$ cat src/rtl/accelerometer_from_pose_difference_core_assert.svh
// Assertion macros for the accelerometer core.
// Included by modules that check their own sequencing.
`ifndef ACCELEROMETER_FROM_POSE_DIFFERENCE_CORE_ASSERT_SVH
`define ACCELEROMETER_FROM_POSE_DIFFERENCE_CORE_ASSERT_SVH

// same-cycle implication
`define AFPD_ASSERT_IMP(lbl, clk, rst_n, ante, cons) \
    lbl: assert property (@(posedge clk) disable iff (!rst_n) (ante) |-> (cons)) \
        else $error("accelerometer core assertion failed");

// next-cycle implication
`define AFPD_ASSERT_NXT(lbl, clk, rst_n, ante, cons) \
    lbl: assert property (@(posedge clk) disable iff (!rst_n) (ante) |=> (cons)) \
        else $error("accelerometer core assertion failed");

`endif

$ cat src/rtl/afpd_pkg.sv
// Shared types, constants and helper functions for the accelerometer core.
// No dependencies.
package afpd_pkg;

    typedef enum logic [1:0] {ST_IDLE, ST_MUL, ST_USE, ST_FIN} t_state;

    localparam int ATAN_LEN = 24;
    localparam logic signed [25:0] PI_Q20      = 26'sd3294199;
    localparam logic signed [25:0] HALF_PI_Q20 = 26'sd1647099;
    localparam logic signed [25:0] TWO_PI_Q20  = 26'sd6588397;
    localparam logic signed [33:0] GAIN_Q30    = 34'sd652032874;
    localparam logic [15:0] RATE_RESET = 16'd10;

    // sequencer steps
    localparam logic [3:0] J_VEL_T = 4'd3;
    localparam logic [3:0] J_ACC_0 = 4'd4;
    localparam logic [3:0] J_ACC_T = 4'd7;
    localparam logic [3:0] J_XC    = 4'd8;
    localparam logic [3:0] J_YS    = 4'd9;
    localparam logic [3:0] J_YC    = 4'd10;
    localparam logic [3:0] J_XS    = 4'd11;

    function automatic logic signed [32:0] atan_q30(input logic [4:0] i);
        logic signed [32:0] v;
        case (i)
            5'd0:    v = 33'sd843314857;
            5'd1:    v = 33'sd497837829;
            5'd2:    v = 33'sd263043837;
            5'd3:    v = 33'sd133525159;
            5'd4:    v = 33'sd67021687;
            5'd5:    v = 33'sd33543516;
            5'd6:    v = 33'sd16775851;
            5'd7:    v = 33'sd8388437;
            5'd8:    v = 33'sd4194283;
            5'd9:    v = 33'sd2097149;
            5'd10:   v = 33'sd1048576;
            5'd11:   v = 33'sd524288;
            5'd12:   v = 33'sd262144;
            5'd13:   v = 33'sd131072;
            5'd14:   v = 33'sd65536;
            5'd15:   v = 33'sd32768;
            5'd16:   v = 33'sd16384;
            5'd17:   v = 33'sd8192;
            5'd18:   v = 33'sd4096;
            5'd19:   v = 33'sd2048;
            5'd20:   v = 33'sd1024;
            5'd21:   v = 33'sd512;
            5'd22:   v = 33'sd256;
            5'd23:   v = 33'sd128;
            default: v = 33'sd0;
        endcase
        return v;
    endfunction

    function automatic logic signed [31:0] sat32(input logic signed [65:0] v);
        logic signed [31:0] r;
        if (v > 66'sd2147483647)       r = 32'sh7fffffff;
        else if (v < -66'sd2147483648) r = 32'sh80000000;
        else                           r = v[31:0];
        return r;
    endfunction

endpackage

$ cat src/rtl/afpd_cordic.sv
// Iterative CORDIC giving Q2.30 cosine and sine of a Q4.20 heading.
// Depends on afpd_pkg.
module afpd_cordic #(
    parameter int STEPS = 16
) (
    input  logic               i_clk,
    input  logic               i_rst_n,
    input  logic               i_start,
    input  logic signed [23:0] i_angle,
    output logic               o_done,
    output logic signed [31:0] o_cos,
    output logic signed [31:0] o_sin
);
    localparam int IW = $clog2(STEPS);

    logic signed [33:0] r_x, r_y;
    logic signed [32:0] r_z;
    logic               r_neg, r_busy, r_done;
    logic [IW-1:0]      r_i;

    logic signed [25:0] w_a1, w_a2, w_a3;
    logic               w_neg;
    logic signed [33:0] w_dx, w_dy, w_xo, w_yo;

    always_comb begin
        w_a1  = 26'(i_angle);
        w_neg = 1'b0;
        if (w_a1 > afpd_pkg::PI_Q20)       w_a2 = w_a1 - afpd_pkg::TWO_PI_Q20;
        else if (w_a1 < -afpd_pkg::PI_Q20) w_a2 = w_a1 + afpd_pkg::TWO_PI_Q20;
        else                               w_a2 = w_a1;
        if (w_a2 > afpd_pkg::HALF_PI_Q20) begin
            w_a3  = w_a2 - afpd_pkg::PI_Q20;
            w_neg = 1'b1;
        end else if (w_a2 < -afpd_pkg::HALF_PI_Q20) begin
            w_a3  = w_a2 + afpd_pkg::PI_Q20;
            w_neg = 1'b1;
        end else begin
            w_a3  = w_a2;
        end
        w_dx = r_y >>> r_i;
        w_dy = r_x >>> r_i;
        w_xo = r_neg ? -r_x : r_x;
        w_yo = r_neg ? -r_y : r_y;
    end

    always_ff @(posedge i_clk) begin
        if (!i_rst_n) begin
            r_busy <= 1'b0;
            r_done <= 1'b0;
        end else if (i_start) begin
            r_busy <= 1'b1;
            r_done <= 1'b0;
            r_i    <= '0;
            r_x    <= afpd_pkg::GAIN_Q30;
            r_y    <= '0;
            r_z    <= 33'(w_a3) <<< 10;
            r_neg  <= w_neg;
        end else if (r_busy) begin
            if (r_z >= 0) begin
                r_x <= r_x - w_dx;
                r_y <= r_y + w_dy;
                r_z <= r_z - afpd_pkg::atan_q30(5'(r_i));
            end else begin
                r_x <= r_x + w_dx;
                r_y <= r_y - w_dy;
                r_z <= r_z + afpd_pkg::atan_q30(5'(r_i));
            end
            if (r_i == IW'(STEPS - 1)) begin
                r_busy <= 1'b0;
                r_done <= 1'b1;
            end
            r_i <= r_i + 1'b1;
        end
    end

    assign o_done = r_done;
    assign o_cos  = w_xo[31:0];
    assign o_sin  = w_yo[31:0];
endmodule

$ cat config.mk
export PLATFORM = sky130hd
export DESIGN_NAME = afpd_cordic
export DESIGN_NICKNAME = d
export VERILOG_FILES = /design/src/rtl/accelerometer_from_pose_difference_core_assert.svh /design/src/rtl/afpd_pkg.sv /design/src/rtl/afpd_cordic.sv
export SDC_FILE = /design/constraint.sdc
export NUM_CORES = 1
export LEC_CHECK = 0
export BUFFER_PORTS_ARGS = -buffer_cell sky130_fd_sc_hd__buf_2
export CAP_MARGIN = 0
export CORE_MARGIN = 5
export CORE_UTILIZATION = 38
export DETAILED_ROUTE_END_ITERATION = 16
export MAX_ROUTING_LAYER = met4
export PLACE_DENSITY = 0.66
export SLEW_MARGIN = 20
export SYNTH_ARGS = -nofsm -noshare
export SYNTH_HDL_FRONTEND = slang
export SYNTH_SLANG_ARGS = --single-unit
$ cat constraint.sdc
create_clock -name i_clk -period 5.9 [get_ports i_clk]
set_clock_uncertainty 0.15 [all_clocks]
set_input_delay 1.18 -clock i_clk [delete_from_list [all_inputs] [get_ports i_clk]]
set_output_delay 1.18 -clock i_clk [all_outputs]
set_load 0.005 [all_outputs]
# == After elaboration in Yosys (flattened, before gate mapping) ==
# Memories as Yosys holds them, arrays and structs flattened. A register that Yosys moved wholly into a read port is not among the register bits.
# Cells that the tools add are included.
# W data, S select, Z words.
# word_totals
regBits,108
rom_bits,960
inputBits,27
out_inout_bits,65
elab_cells,67
mem_count,2
# mem_list
name,depth,width,read_ports,rd_clocked_by_memory_dff,write_ports,line,text
(no name shown),16,30,1,1,0,afpd_pkg.sv:25,case (i)
(no name shown),16,30,1,1,0,afpd_pkg.sv:25,
# op_classes
add_sub_neg,13
order_cmp,5
n_eq_ne,1
shifts,2
n_mux,30
bitwise,1
n_reduce_logical,5
# op_table
op,n
$mux W33,11
$mux W34,4
$add A34 B34 Y34,2
$sshr A34 B4 Y34,2
$sub A34 B34 Y34,2
$mux W32,2
$neg A32 Y32,2
$mux W26,2
$mux W23,2
$add A33 B33 Y33,1
$ge A33 B1 Y1 const B,1
$sub A33 B33 Y33,1
$gt A26 B22 Y1 const B,1
$lt A26 B22 Y1 const B,1
$add A24 B24 Y25 const B,1
$sub A24 B24 Y25 const B,1
$gt A24 B23 Y1 const B,1
$lt A24 B23 Y1 const B,1
$add A23 B23 Y23 const B,1
$sub A23 B23 Y23 const B,1
$mux W4,5
$reduce_and A2 Y1,3
$add A4 B1 Y4 const B,1
$eq A4 B4 Y1 const B,1
4 further kinds,7

# == Longest topological paths before layout ==
# logic_depth
ltp_word,9
depth_mapped,29
ltp_nobuf,25

# == Worst setup path before layout ==
# No wires, ideal clock.
# synth_timing
path_kind,reg-to-reg
startpoint,reg r_i[1]
endpoint,"reg r_y[32], data pin"
setup_time_ns,0.266
t_arrival_ns,5.783
required_time_ns,5.484
path_slack_ns,-0.299
path_stages_with_launch,28
n_path_buf,3
period_less_slack_ns,6.199
path_cell_list,edfxtp_1 -> buf_2 -> buf_1 -> clkbuf_1 -> mux4_2 -> mux2i_1 -> mux2i_1 -> inv_1 -> ha_1 -> nand2_1 -> nor3_1 -> nand3_1 -> o21ai_0 -> xnor2_1 -> ha_1 -> a21oi_1 -> nand2_1 -> a21o_1 -> nand2_1 -> nor2_1 -> a221oi_1 -> o21ai_0 -> o41ai_1 -> o21ai_0 -> o21a_1 -> o41ai_1 -> xor2_1 -> nor2_1
# synth_between
elab_chain_len,4
word_cells_on_any_way,5
cone_classes,2 x add/sub; 1 x shift; 2 x mux
# synth_lines
element,line,text
start: declaration,afpd_cordic.sv:19,logic [IW-1:0] r_i;
start signal: assignment,afpd_cordic.sv:72,r_i <= r_i + 1'b1;
$sshr A34 B4 Y34 *,afpd_cordic.sv:41,w_dy = r_x >>> r_i;
$sub A34 B34 Y34 or $add A34 B34 Y34 (tied branches),"afpd_cordic.sv:65, afpd_cordic.sv:61",
$mux W34 *,afpd_cordic.sv:59,if (r_z >= 0) begin
$mux W34 *,afpd_cordic.sv:58,end else if (r_busy) begin
end signal: assignment,afpd_cordic.sv:61,r_y <= r_y + w_dy;
end signal: assignment,afpd_cordic.sv:65,r_y <= r_y - w_dy;
end: declaration,afpd_cordic.sv:16,"logic signed [33:0] r_x, r_y;"
# Mark *: on every way between the ends. The rest lies on a longest branch, timed or not. The select of a mux whose other input is x is not followed.
# A chain may end at the register's enable or synchronous reset.

# == Final worst setup path ==
# layout_timing
startpoint,reg r_i[0]
endpoint,"reg r_y[32], data pin"
# The elaborated chain is that of the path after synthesis.

==> summary.txt <==
Status
  • Outcome: finished, violations left
  • Violated checks: negative setup slack

Clock tree
  • CTS Buf Count: 17
  • Clock transition at path regs: 0.07 ns
  • CTS tree: built
  • CTS Root Cell: clkbuf_16
  • CTS Buffer Depth: 2
  • H-tree depth: 4
  • Hold Buf Count CTS: 0
  • Clock sinks: 136
  • Skew-Pair Late Insertion Delay: 0.46 ns

Drt
  • DR iter-0 viols: 1,438
  • Drt total wl: 58.6 mm
  • DRT antenna net count: 0
  • Initial DRT Pass Iterations: 5
  • WL/cell: 19.0 microns
  • DRC Markers: 0
  • Vias per cell: 5.76
  • Via count: 17,700

Critical path
  • Critical Path Source Type: register
  • Crit end category: register
  • Crit-path max FO: 7
  • WS Path Type: register to register
  • Crit path DAT: 5.94 ns
  • Required time of the critical path: 5.93 ns

GRT
  • Vias in the first global route: 17,400
  • Total global-route track usage: 0.228
  • Largest net degree at the start of global routing: 76
  • First-pass GRT wire length: 92.4 mm
  • GRT Residual Overflow: 0
  • Initial antenna violation count: 2

Power
  • Comb power frac: 0.731
  • Pwr/cell area: ~480 nW/um^2
  • Switching power: 0.00486 W
  • Sw Share: 0.458
  • Sequential share of power: 0.170
  • Total chip power: 0.0106 W
  • Cell Int Power: 0.00575 W
  • Clock power share: 0.099
  • Peak VDD IR: approximately 0.23 mV
  • P_leak: just over 9 nW

Cells and area
  • Storage element area: 3780 sq um
  • Multi-input gate area: roughly 14,000 sq um
  • Fill count: about 4,500
  • Layout cells sized above 1: 0.256
  • Synth-to-Final Area Change: 23.1%
  • Nets@finish: between 2,000 and 3,000

Synth
  • Syn_area_per_cell: 8.44 sq um
  • Post-synthesis cell type count: 92
  • Yosys warning count: 0
  • Post-Syn Instances: 2,133
  • Post-synth EDFFs: 106
  • Area of the mapped netlist: 18,000 sq um
  • Register area share after synthesis: 0.210
  • Synth Register Bits: 136
  • Synth async-reset ratio: 0
  • Prevailing post-synth register cell: edfxtp_1
  • Syn nets: 2,278

Die
  • Total core area: between 40,000 and 50,000 sq um
  • Row count: 79
  • DIE AREA: between 50,000 and 60,000 sq um
  • Initial Util: 0.386
  • IO Pins: between 90 and 100
  • Die W: 228 microns
  • Die Ht: ~230 microns

STA
  • Slew Viols, Final: 0
  • RSZ-0062 raised after global routing: true
  • Fmax: between 150 and 200 MHz
  • Slew headroom: 0.377
  • Hold_ws: 0.451 ns
  • Sum Neg Setup Slack: -0.00687 ns
  • Final WS setup: -0.00687 ns
  • Tmin final: between 5 and 6 ns
  • Worst-Margin Slew: 0.934 ns
  • Final Hold Viols: 0
  • Final setup fails: 1
  • Crit share post-route: 1.00

Place
  • Setup WS pre-CTS: -0.185 ns
  • Port buffer count: 91
  • Post-DP HPWL: 46.2 mm
  • Gpl congestion: 0.953

Flow run
  • Max-cap violations: 0

Worst hold path
  • Hold crit path type: register to register
metrics by stage:
| stage | instances | area (sq um) | util |
|---|---|---|---|
| 2_1_floorplan | 2133 | 18000 | - |
| 3_3_place_gp | 3025 | 21100 | 0.452 |
| 3_5_place_dp | 3025 | 21100 | 0.452 |
| 4_1_cts | 3058 | 21700 | 0.465 |
| 5_1_grt | 3081 | 22200 | 0.475 |
| 6_report | 3081 | 22200 | 0.475 |
worst max-delay path, cell delays in order, from the launching register on:
cell      delay, ns
edfxtp_1       0.40
buf_4          0.15
buf_12         0.11
mux4_2         0.51
buf_4          0.16
mux4_2         0.49
or3_4          0.36
nand2b_4       0.15
or2_4          0.26
nor2_8         0.09
buf_4          0.12
nand3_4        0.08
o31ai_2        0.33
xor2_1         0.21
ha_1           0.28
nand3_2        0.11
nor2_1         0.07
a31oi_1        0.16
o21ai_1        0.13
o41ai_2        0.30
buf_4          0.18
o21ai_1        0.09
o21a_1         0.21
o41ai_2        0.27
xor2_1         0.20
nor2_1         0.06
power by group through the flow:
stage	clock network (W)	logic, W	registers (W)
6_report	0.00105	0.00775	0.00180
3_3_place_gp	0	0.00720	0.00181
2_1_floorplan	0	0.00485	0.00170
4_1_cts	0.00107	0.00742	0.00179
5_1_grt	0.00112	0.00852	0.00182
3_5_place_dp	0	0.00734	0.00181
layout by cell type, fill, tap and decap left out, drive strengths merged, types with 31 or more instances in the layout:
cell / n
mux4: 72
inv: 64
xnor2: 171
xor2: 96
ha: 115
a21oi: 134
a21o: 46
and2: 31
or3: 40
o21ai: 156
nor2: 193
buf: 420
edfxtp: 106
o31ai: 51
mux2i: 51
nor3: 49
nand2: 212
nand3: 46
path summary, 6_finish.rpt:
path,startpoint,to,slack (ns),cells past startpoint
max,r_i[0],r_y[32],-0.007,25
min,r_busy,r_busy,0.45,2
max reg2reg,r_i[0],r_y[32],-0.007,25
min reg2reg,r_busy,r_busy,0.45,2
cells by family (layout without fill, tap and decap cells):
group                    count (synthesis)  count (layout)  share of synthesized area
other                                    0               2                          0
multiplexers                           146             146                      0.133
adder cells (fa/ha/maj)                118             118                     0.0833
buffers and inverters                  168             507                     0.0396
AND/OR/NAND/NOR                        716             716                      0.195
flip-flops                             136             136                      0.210
AO/OA/AOI/OAI                          582             582                      0.209
XOR/XNOR                               267             267                      0.130
synth_stat cells (7+ instances only):
| library cell | count | area share |
|---|---|---|
| o21bai_1 | 14 | 0.0058 |
| a21o_1 | 46 | 0.019 |
| o21a_1 | 24 | 0.010 |
| mux2i_1 | 51 | 0.028 |
| dfxtp_1 | 30 | 0.033 |
| a31oi_1 | 22 | 0.0076 |
| a21oi_1 | 134 | 0.037 |
| xnor2_1 | 171 | 0.083 |
| ha_1 | 115 | 0.080 |
| o2111ai_1 | 8 | 0.0039 |
| nand2_1 | 211 | 0.044 |
| clkbuf_1 | 78 | 0.016 |
| o21ai_1 | 9 | 0.0025 |
| buf_2 | 19 | 0.0053 |
| and3_1 | 22 | 0.0076 |
| a22oi_1 | 7 | 0.0029 |
| nand2b_1 | 25 | 0.0087 |
| nand3_1 | 44 | 0.012 |
| xor2_1 | 96 | 0.047 |
| o211ai_1 | 15 | 0.0063 |
| and2_1 | 31 | 0.011 |
| inv_1 | 51 | 0.011 |
| mux2_2 | 21 | 0.013 |
| buf_1 | 9 | 0.0019 |
| edfxtp_1 | 106 | 0.18 |
| or3_1 | 40 | 0.014 |
| mux4_2 | 70 | 0.088 |
| o31ai_1 | 50 | 0.021 |
| or2_2 | 11 | 0.0038 |
| nand4_1 | 10 | 0.0035 |
| a41o_1 | 7 | 0.0039 |
| nor2_1 | 192 | 0.040 |
| or4_1 | 16 | 0.0067 |
| a211oi_1 | 15 | 0.0063 |
| o21ai_0 | 147 | 0.041 |
| nor2b_1 | 22 | 0.0076 |
| o41ai_1 | 13 | 0.0063 |
| nor3_1 | 48 | 0.013 |
what timing repair did:
item                                    4_1_cts  5_1_grt
endpoints found under the setup margin       11       25
setup buffers                                 1       19
cloned                                        0        1
pin swaps                                     1       16
gates resized for setup                      20       73
metal layers:
layer / share of wire / GRT usage
met1: 0.44 / 0.289
met2: 0.48 / 0.380
met3: 0.052 / 0.0320
met4: 0.030 / 0.0710
met5: 0 / -
final cells by class:
type / instances / share of cell area
multi-input combinational: 1829 / 0.623
sequential: 136 / 0.171
timing repair buffer: 421 / 0.137
tap: 607 / 0.0343
clock buffer: 17 / 0.0192
inverter: 54 / 0.00926
clock inverter: 15 / 0.00582
antenna: 2 / 0.000226
(Power assumes the default switching activity.)
